--- config.mk ---
export PLATFORM = sky130hd
export DESIGN_NAME = srtf_scheduler_top
export DESIGN_NICKNAME = d
export VERILOG_FILES = /design/src/hdl/srtf_pkg.sv /design/src/hdl/srtf_scheduler_top.sv /design/src/hdl/srtf_cell.sv
export SDC_FILE = /design/constraint.sdc
export NUM_CORES = 2
export LEC_CHECK = 0
export BUFFER_PORTS_ARGS = -buffer_cell sky130_fd_sc_hd__buf_4
export CORE_UTILIZATION = 40
export CTS_CLUSTER_DIAMETER = 120
export DETAILED_ROUTE_END_ITERATION = 8
export PLACE_DENSITY = 0.64
export SETUP_SLACK_MARGIN = 0.1
export SLEW_MARGIN = 40
export SYNTH_ARGS = -nofsm -noshare
export SYNTH_HDL_FRONTEND = slang
export SYNTH_SLANG_ARGS = --single-unit
--- constraint.sdc ---
create_clock -name clk -period 5.67 [get_ports clk]
set_input_delay 0.567 -clock clk [delete_from_list [all_inputs] [get_ports clk]]
set_output_delay 0.567 -clock clk [all_outputs]
set_load 0.02 [all_outputs]
--- src/hdl/srtf_pkg.sv ---
// Shared types and constants for the shortest-remaining-time-first scheduler.
package srtf_pkg;

    // Slot numbers are carried at the width of the largest supported table.
    localparam int SLOT_W = 8;
    localparam int REM_W  = 16;
    localparam int TIME_W = 32;
    localparam int ID_W   = 8;

    typedef enum logic [2:0] {
        KIND_ADDED    = 3'd0,
        KIND_REJECTED = 3'd1,
        KIND_IDLE     = 3'd2,
        KIND_RAN      = 3'd3,
        KIND_FINISHED = 3'd4
    } kind_t;

    typedef enum logic [0:0] {
        REQ_ADD  = 1'b0,
        REQ_TICK = 1'b1
    } req_t;

    typedef enum logic [1:0] {
        ST_IDLE,
        ST_SCAN,
        ST_COMMIT
    } state_t;

    // Running best entry and lowest free slot, passed from cell to cell.
    typedef struct packed {
        logic              best_valid;
        logic [REM_W-1:0]  best_rem;
        logic [TIME_W-1:0] best_arr;
        logic [ID_W-1:0]   best_id;
        logic [SLOT_W-1:0] best_slot;
        logic              free_found;
        logic [SLOT_W-1:0] free_slot;
    } cand_t;

    // Update broadcast from the controller to every cell.
    typedef struct packed {
        logic              en;
        logic              is_add;
        logic [SLOT_W-1:0] slot;
        logic [REM_W-1:0]  burst;
        logic [TIME_W-1:0] arrival;
        logic [ID_W-1:0]   id;
    } commit_t;

endpackage

--- src/hdl/srtf_scheduler_top.sv ---
// Top level of the shortest-remaining-time-first scheduler: control, time and output register.
//
// Input channel (in_valid / in_stall) carries one request item: req_type 0 adds a process
// (proc_id, burst_time) stamped with the current time, req_type 1 is one time tick.
// Output channel (out_valid / out_stall) returns exactly one result item per request:
// result_kind, served_id and finish_time (the time after the item).
// Each slot of the table lives in its own cell; the cells form a chain through which the
// best runnable entry and the lowest free slot travel, one cell per clock.
// An item's result is registered once the scan has let the chain settle and the commit
// step has run. A new item is taken only in the idle state, so the block does not accept
// a new item before the last one is committed; the chain length sets the scan length.
// in_stall is high while an item is being worked on. A finished result sits in the
// output register while the next item is accepted and scanned; if the receiver still
// stalls when that next result is ready, the block waits before committing it.
// Reset empties the table and sets the time to zero; no clearing pass is needed.
module srtf_scheduler_top #(
    parameter int TABLE_ENTRIES = 16
) (
    input  logic        clk,
    input  logic        rst_n,
    input  logic        in_valid,
    output logic        in_stall,
    input  logic [0:0]  req_type,
    input  logic [7:0]  proc_id,
    input  logic [15:0] burst_time,
    output logic        out_valid,
    input  logic        out_stall,
    output logic [2:0]  result_kind,
    output logic [7:0]  served_id,
    output logic [31:0] finish_time
);

    localparam int CNT_W = (TABLE_ENTRIES > 1) ? $clog2(TABLE_ENTRIES) : 1;

    srtf_pkg::state_t            state_reg;
    srtf_pkg::state_t            state_next;
    logic [CNT_W-1:0]            cnt_reg;
    logic [CNT_W-1:0]            cnt_next;
    logic [srtf_pkg::TIME_W-1:0] now_reg;
    logic [srtf_pkg::TIME_W-1:0] now_next;
    srtf_pkg::req_t              req_reg;
    logic [srtf_pkg::ID_W-1:0]   pid_reg;
    logic [srtf_pkg::REM_W-1:0]  burst_reg;
    logic                        out_valid_reg;
    logic                        out_valid_next;
    srtf_pkg::kind_t             kind_reg;
    srtf_pkg::kind_t             kind_next;
    logic [srtf_pkg::ID_W-1:0]   sid_reg;
    logic [srtf_pkg::ID_W-1:0]   sid_next;
    logic [srtf_pkg::TIME_W-1:0] ftime_reg;
    logic [srtf_pkg::TIME_W-1:0] ftime_next;

    logic              in_fire;
    logic              out_free;
    srtf_pkg::commit_t commit;
    srtf_pkg::cand_t   chain [TABLE_ENTRIES+1];
    srtf_pkg::cand_t   result;

    assign in_fire  = in_valid && !in_stall;
    assign out_free = !out_valid_reg || !out_stall;
    assign in_stall = (state_reg != srtf_pkg::ST_IDLE);
    assign result   = chain[TABLE_ENTRIES];

    assign chain[0] = '{best_valid: 1'b0, best_rem: '0, best_arr: '0, best_id: '0,
                        best_slot: '0, free_found: 1'b0, free_slot: '0};

    genvar g;
    generate
        for (g = 0; g < TABLE_ENTRIES; g++)
        begin : g_cell
            srtf_cell #(
                .CELL_IDX (g)
            ) u_cell (
                .clk      (clk),
                .rst_n    (rst_n),
                .cand_in  (chain[g]),
                .commit   (commit),
                .cand_out (chain[g+1])
            );
        end
    endgenerate

    always_comb
    begin
        state_next     = state_reg;
        cnt_next       = cnt_reg;
        now_next       = now_reg;
        out_valid_next = out_valid_reg;
        kind_next      = kind_reg;
        sid_next       = sid_reg;
        ftime_next     = ftime_reg;
        commit         = '{en: 1'b0, is_add: 1'b0, slot: '0, burst: burst_reg,
                           arrival: now_reg, id: pid_reg};

        if (out_valid_reg && !out_stall)
            out_valid_next = 1'b0;

        case (state_reg)
            srtf_pkg::ST_IDLE:
            begin
                if (in_fire)
                begin
                    state_next = srtf_pkg::ST_SCAN;
                    cnt_next   = '0;
                end
            end
            srtf_pkg::ST_SCAN:
            begin
                // The chain has settled once every cell has been clocked since the last update.
                cnt_next = cnt_reg + CNT_W'(1);
                if (cnt_reg == CNT_W'(TABLE_ENTRIES - 1))
                    state_next = srtf_pkg::ST_COMMIT;
            end
            srtf_pkg::ST_COMMIT:
            begin
                if (out_free)
                begin
                    state_next     = srtf_pkg::ST_IDLE;
                    out_valid_next = 1'b1;
                    if (req_reg == srtf_pkg::REQ_ADD)
                    begin
                        sid_next   = pid_reg;
                        ftime_next = now_reg;
                        if (burst_reg == '0 || !result.free_found)
                            kind_next = srtf_pkg::KIND_REJECTED;
                        else
                        begin
                            kind_next     = srtf_pkg::KIND_ADDED;
                            commit.en     = 1'b1;
                            commit.is_add = 1'b1;
                            commit.slot   = result.free_slot;
                        end
                    end
                    else
                    begin
                        now_next   = now_reg + srtf_pkg::TIME_W'(1);
                        ftime_next = now_reg + srtf_pkg::TIME_W'(1);
                        if (!result.best_valid)
                        begin
                            kind_next = srtf_pkg::KIND_IDLE;
                            sid_next  = '0;
                        end
                        else
                        begin
                            sid_next    = result.best_id;
                            commit.en   = 1'b1;
                            commit.slot = result.best_slot;
                            if (result.best_rem == srtf_pkg::REM_W'(1))
                                kind_next = srtf_pkg::KIND_FINISHED;
                            else
                                kind_next = srtf_pkg::KIND_RAN;
                        end
                    end
                end
            end
            default:
            begin
                state_next = srtf_pkg::ST_IDLE;
            end
        endcase
    end

    always_ff @(posedge clk or negedge rst_n)
    begin
        if (!rst_n)
        begin
            state_reg     <= srtf_pkg::ST_IDLE;
            cnt_reg       <= '0;
            now_reg       <= '0;
            out_valid_reg <= 1'b0;
        end
        else
        begin
            state_reg     <= state_next;
            cnt_reg       <= cnt_next;
            now_reg       <= now_next;
            out_valid_reg <= out_valid_next;
        end
    end

    always_ff @(posedge clk)
    begin
        if (in_fire)
        begin
            req_reg   <= srtf_pkg::req_t'(req_type);
            pid_reg   <= proc_id;
            burst_reg <= burst_time;
        end
        kind_reg  <= kind_next;
        sid_reg   <= sid_next;
        ftime_reg <= ftime_next;
    end

    assign out_valid   = out_valid_reg;
    assign result_kind = kind_reg;
    assign served_id   = sid_reg;
    assign finish_time = ftime_reg;

    a_accept_starts_scan: assert property (@(posedge clk) disable iff (!rst_n)
        in_fire |=> state_reg == srtf_pkg::ST_SCAN)
        else $error("accepted item did not start a scan");

    a_commit_gives_result: assert property (@(posedge clk) disable iff (!rst_n)
        (state_reg == srtf_pkg::ST_COMMIT && out_free) |=> out_valid_reg)
        else $error("commit did not load the output register");

    a_time_steps_by_one: assert property (@(posedge clk) disable iff (!rst_n)
        (now_reg != $past(now_reg)) |-> (now_reg == $past(now_reg) + srtf_pkg::TIME_W'(1)))
        else $error("time moved by other than one");

    a_kind_in_range: assert property (@(posedge clk) disable iff (!rst_n)
        out_valid_reg |-> (kind_reg == srtf_pkg::KIND_ADDED || kind_reg == srtf_pkg::KIND_REJECTED
                           || kind_reg == srtf_pkg::KIND_IDLE || kind_reg == srtf_pkg::KIND_RAN
                           || kind_reg == srtf_pkg::KIND_FINISHED))
        else $error("result kind out of range");

endmodule

--- src/hdl/srtf_cell.sv ---
// One table slot of the scheduler with its stage of the candidate chain.
module srtf_cell #(
    parameter int CELL_IDX = 0
) (
    input  logic             clk,
    input  logic             rst_n,
    input  srtf_pkg::cand_t   cand_in,
    input  srtf_pkg::commit_t commit,
    output srtf_pkg::cand_t   cand_out
);

    logic                        valid_reg;
    logic                        valid_next;
    logic [srtf_pkg::REM_W-1:0]  rem_reg;
    logic [srtf_pkg::REM_W-1:0]  rem_next;
    logic [srtf_pkg::TIME_W-1:0] arr_reg;
    logic [srtf_pkg::TIME_W-1:0] arr_next;
    logic [srtf_pkg::ID_W-1:0]   id_reg;
    logic [srtf_pkg::ID_W-1:0]   id_next;
    srtf_pkg::cand_t             cand_reg;
    srtf_pkg::cand_t             cand_next;

    logic [srtf_pkg::SLOT_W-1:0] my_slot;
    logic                        mine_wins;
    logic                        hit;

    assign my_slot = srtf_pkg::SLOT_W'(CELL_IDX);
    assign hit     = commit.en && (commit.slot == my_slot);

    // Strict comparison, so on a full tie the lower slot coming in keeps its place.
    always_comb
    begin
        mine_wins = 1'b0;
        if (valid_reg)
        begin
            if (!cand_in.best_valid)
                mine_wins = 1'b1;
            else if (rem_reg != cand_in.best_rem)
                mine_wins = rem_reg < cand_in.best_rem;
            else if (arr_reg != cand_in.best_arr)
                mine_wins = arr_reg < cand_in.best_arr;
            else
                mine_wins = id_reg < cand_in.best_id;
        end
    end

    always_comb
    begin
        cand_next = cand_in;
        if (mine_wins)
        begin
            cand_next.best_valid = 1'b1;
            cand_next.best_rem   = rem_reg;
            cand_next.best_arr   = arr_reg;
            cand_next.best_id    = id_reg;
            cand_next.best_slot  = my_slot;
        end
        if (!cand_in.free_found && !valid_reg)
        begin
            cand_next.free_found = 1'b1;
            cand_next.free_slot  = my_slot;
        end
    end

    always_comb
    begin
        valid_next = valid_reg;
        rem_next   = rem_reg;
        arr_next   = arr_reg;
        id_next    = id_reg;
        if (hit)
        begin
            if (commit.is_add)
            begin
                valid_next = 1'b1;
                rem_next   = commit.burst;
                arr_next   = commit.arrival;
                id_next    = commit.id;
            end
            else
            begin
                rem_next = rem_reg - srtf_pkg::REM_W'(1);
                if (rem_reg == srtf_pkg::REM_W'(1))
                    valid_next = 1'b0;
            end
        end
    end

    always_ff @(posedge clk or negedge rst_n)
    begin
        if (!rst_n)
            valid_reg <= 1'b0;
        else
            valid_reg <= valid_next;
    end

    always_ff @(posedge clk)
    begin
        rem_reg  <= rem_next;
        arr_reg  <= arr_next;
        id_reg   <= id_next;
        cand_reg <= cand_next;
    end

    assign cand_out = cand_reg;

endmodule
==> impl_metrics.py <==
metrics = {
    "run": {
        "cap_viol_max_count": 0,
    },
    "finish": {
        "stdcell_count": 10800,
        "largest_reg_flops": 994,
        "drive_above_1_share_pct": 18.3,
        "layout-area-overhead-vs-synth_pct": 14.0,
        "layout_common_cells": "994 x dfxtp_1, 964 x edfxtp_1, 885 x inv_1",
        "final_net_count": 8506,
        "nFillCells": 19600,
        "final_common_cell": "dfxtp_1",
    },
    "placement": {
        "hpwl_mm": 153,
        "place_inst": 10400,
        "place.gp.congestion": 0.900,
        "place.port_buffers": 73,
    },
    "sta": {
        "fmax_mhz": 213,
        "layout_min_cycle_time_ns": 4.68,
        "skew_ns": 0.0432,
        "drv_slew": 0,
        "rsz0062_at_grt": "no",
        "slew_headroom_pct": 38.8,
        "worstMarginPinSlew_ns": 0.895,
        "period_share_pct": 82.6,
        "tns_ns": 0,
        "setup_viol": 0,
        "hold_violations": 0,
    },
    "clocking": {
        "cts_max_level": 4,
        "root_buffer": "clkbuf_16",
        "clk_path_buf_depth": 3,
        "cts_made_buffers": 205,
        "insertion_delay_ns": 0.83,
        "numClockSinks": 2013,
        "clk_pin_slew_ns": 0.06,
        "cts_tree": "yes",
    },
    "global_route": {
        "grt_overflow_total": 0,
        "antenna_found_initial": 2,
        "grt_pass1_vias": 55900,
        "grt_pass1_wl_mm": 318,
        "grt_max_degree": 160,
        "groute.usage.overall_pct": 18.1,
    },
    "yosys": {
        "synth_area_um2": 89600,
        "yosysWarnings": 0,
        "synth.distinct_cells": 71,
        "synth.net_count": 8223,
        "synth_edf_count": 964,
        "async_flop_share_pct": 2.73,
        "synth_top_area_cell": "edfxtp_1",
        "syn_avg_cell_area_um2": 12.2,
        "seq_area_frac_synth_pct": 56.1,
        "ys_ff_latch": 2013,
        "synth_top_area_share_pct": 32.3,
        "synthFlopType": "dfxtp_1",
        "syn_inst": 7335,
        "synth_area_leaders": "edfxtp_1 32%, dfxtp_1 22%, ha_1 12%",
    },
    "worst_setup_path": {
        "cp.required_ns": 6.37,
        "cp-end-kind": "register",
        "worst-path-max-fanout": 37,
        "cp-start-kind": "register",
        "crit_arrival_ns": 5.39,
        "crit_type": "reg -> reg",
    },
    "detailed_routing": {
        "drtIter0Drc": 3359,
        "ant_nets": 0,
        "viasPerCell": 5.08,
        "routedWlPerCell_um": 19.2,
        "vias": 54800,
        "drc": 0,
        "first_pass_iters": 5,
        "drt-total-wl_mm": 206,
    },
    "status": {
        "status": "finished clean",
    },
    "floorplan": {
        "die_y_um": 475,
        "die_w_um": 475,
        "dieArea_um2": 226000,
        "start_util_pct": 40.3,
        "rows": 173,
        "coreArea_um2": 222000,
        "io_pins": 74,
    },
    "power_and_ir_drop": {
        "vdd_drop_max_mv": 0.275,
        "power_density_nw_per_um2": 352,
        "leakage_nw": 39.3,
    },
    "min_path": {
        "hold_class": "in -> async",
    },
}
[path summary, 6_finish.rpt]
| check | start | end | slack (ns) | cells after the start |
|---|---|---|---|---|
| setup / recovery | g_cell[1].u_cell.arr_reg[31]$_DFFE_PP_ | g_cell[1].u_cell.cand_out[38]$_DFF_P_ | 0.99 | 10 |
| hold / removal | rst_n | g_cell[0].u_cell.valid_reg$_DFFE_PN0P_ | 0.13 | 2 |
| setup reg to reg | g_cell[1].u_cell.arr_reg[31]$_DFFE_PP_ | g_cell[1].u_cell.cand_out[38]$_DFF_P_ | 0.99 | 10 |
| hold reg to reg | g_cell[11].u_cell.cand_out[11]$_SDFF_PP0_ | g_cell[12].u_cell.cand_out[11]$_SDFF_PP1_ | 0.41 | 1 |
| max in group asynchronous | rst_n | now_reg[14]$_DFFE_PN0P_ | 4.61 | 3 |
| min in group clk | out_stall | out_valid$_DFF_PN0_ | 0.14 | 4 |
[layout make-up]
class	instances	area, um2	share of cell area (%)
sequential	2013	50200	49.2
clock buffer	265	5640	5.53
multi-input combinational	4288	35700	35.0
clock inverter	125	1430	1.40
antenna	2	5.00	0.00490
timing repair buffer	223	1990	1.95
tap	2975	3720	3.65
inverter	887	3330	3.26
[stage by stage]
| stage | setup slack, ns | util (%) | hold slack, ns | total power [mW] | cell area (um2) |
|---|---|---|---|---|---|
| 2_1_floorplan | 1.52 | - | 0.271 | 20.5 | 89600 |
| 3_3_place_gp | 1.27 | 42.4 | 0.390 | 22.0 | 94300 |
| 3_5_place_dp | 1.20 | 42.6 | 0.392 | 22.2 | 94700 |
| 4_1_cts | 1.20 | 45.9 | 0.0633 | 36.2 | 102000 |
| 5_1_grt | 0.879 | 45.9 | 0.106 | 37.5 | 102000 |
| 6_report | 0.986 | 45.9 | 0.135 | 35.9 | 102000 |
[logic make-up after synthesis]
family                     count (synthesis)  share of synthesized area (%)
DFF                                     2013                           56.1
and+or+nand+nor                         1365                           8.21
buffers and inverters                   1034                           4.48
AOI/OAI and AO/OA                        988                           6.49
adders and majority gates                859                           12.0
muxes                                    811                           10.2
xor gates and xnor gates                 265                           2.59
[layer usage]
layer	share of wire, %	GRT usage (%)	wire (um)	vias to the layer above
met3	4.1	2.44	8380	390
met4	4.4	8.18	9190	0
met1	46	24.1	95700	26500
li1	-	-	-	26800
met5	0	0	0	-
met2	45	29.2	93200	1110
[where the power goes]
part	total (mW)	internal (mW)	switching (mW)
registers	17.3	16.5	0.791
clock network	13.9	8.24	5.68
logic	4.65	2.16	2.50
total	35.9	26.9	8.97
[what timing repair did]
action                                  in CTS  in global routing
buffers inserted                             0                  0
endpoints found under the setup margin       0                  0
hold buffers                                26                  0
endpoints found under the hold margin       41                  0
resized for setup                            0                  0
[cells in the mapped netlist, drive strengths merged (6+ instances only)]
library cell and n:
o21bai 8, dfrtp 55, nand4b 8, and3 17
dfxtp 994, a221oi 11, or4 34, or3 11
o21ai 177, mux2i 16, inv 887, edfxtp 964
clkbuf 92, or2 49, nor3 93, buf 55
o21a 11, nor2 233, a21boi 12, xnor2 175
o2111ai 7, and4 34, o31ai 30, a22oi 6
a21o 65, nor2b 77, o211ai 20, nand2 220
a31oi 37, a2111oi 15, nand2b 74, nand3b 12
mux2 795, nand4 176, nor3b 19, nor4 90
a211oi 27, ha 859, and2 84, a41oi 7
o41ai 11, nand3 124, xor2 90, a21oi 509
[worst max-delay path, cell delays in order (launching register included)]
cell and delay (ns):
edfxtp_1 0.39, ha_1 0.31, nand4_1 0.22, nor4_1 0.69, and3_1 0.42, a2111oi_0 0.14, and4_1 0.27, o21ai_0 0.55
clkinv_2 0.76, buf_4 0.48, mux2_2 0.32
(Power assumes the default switching activity.)
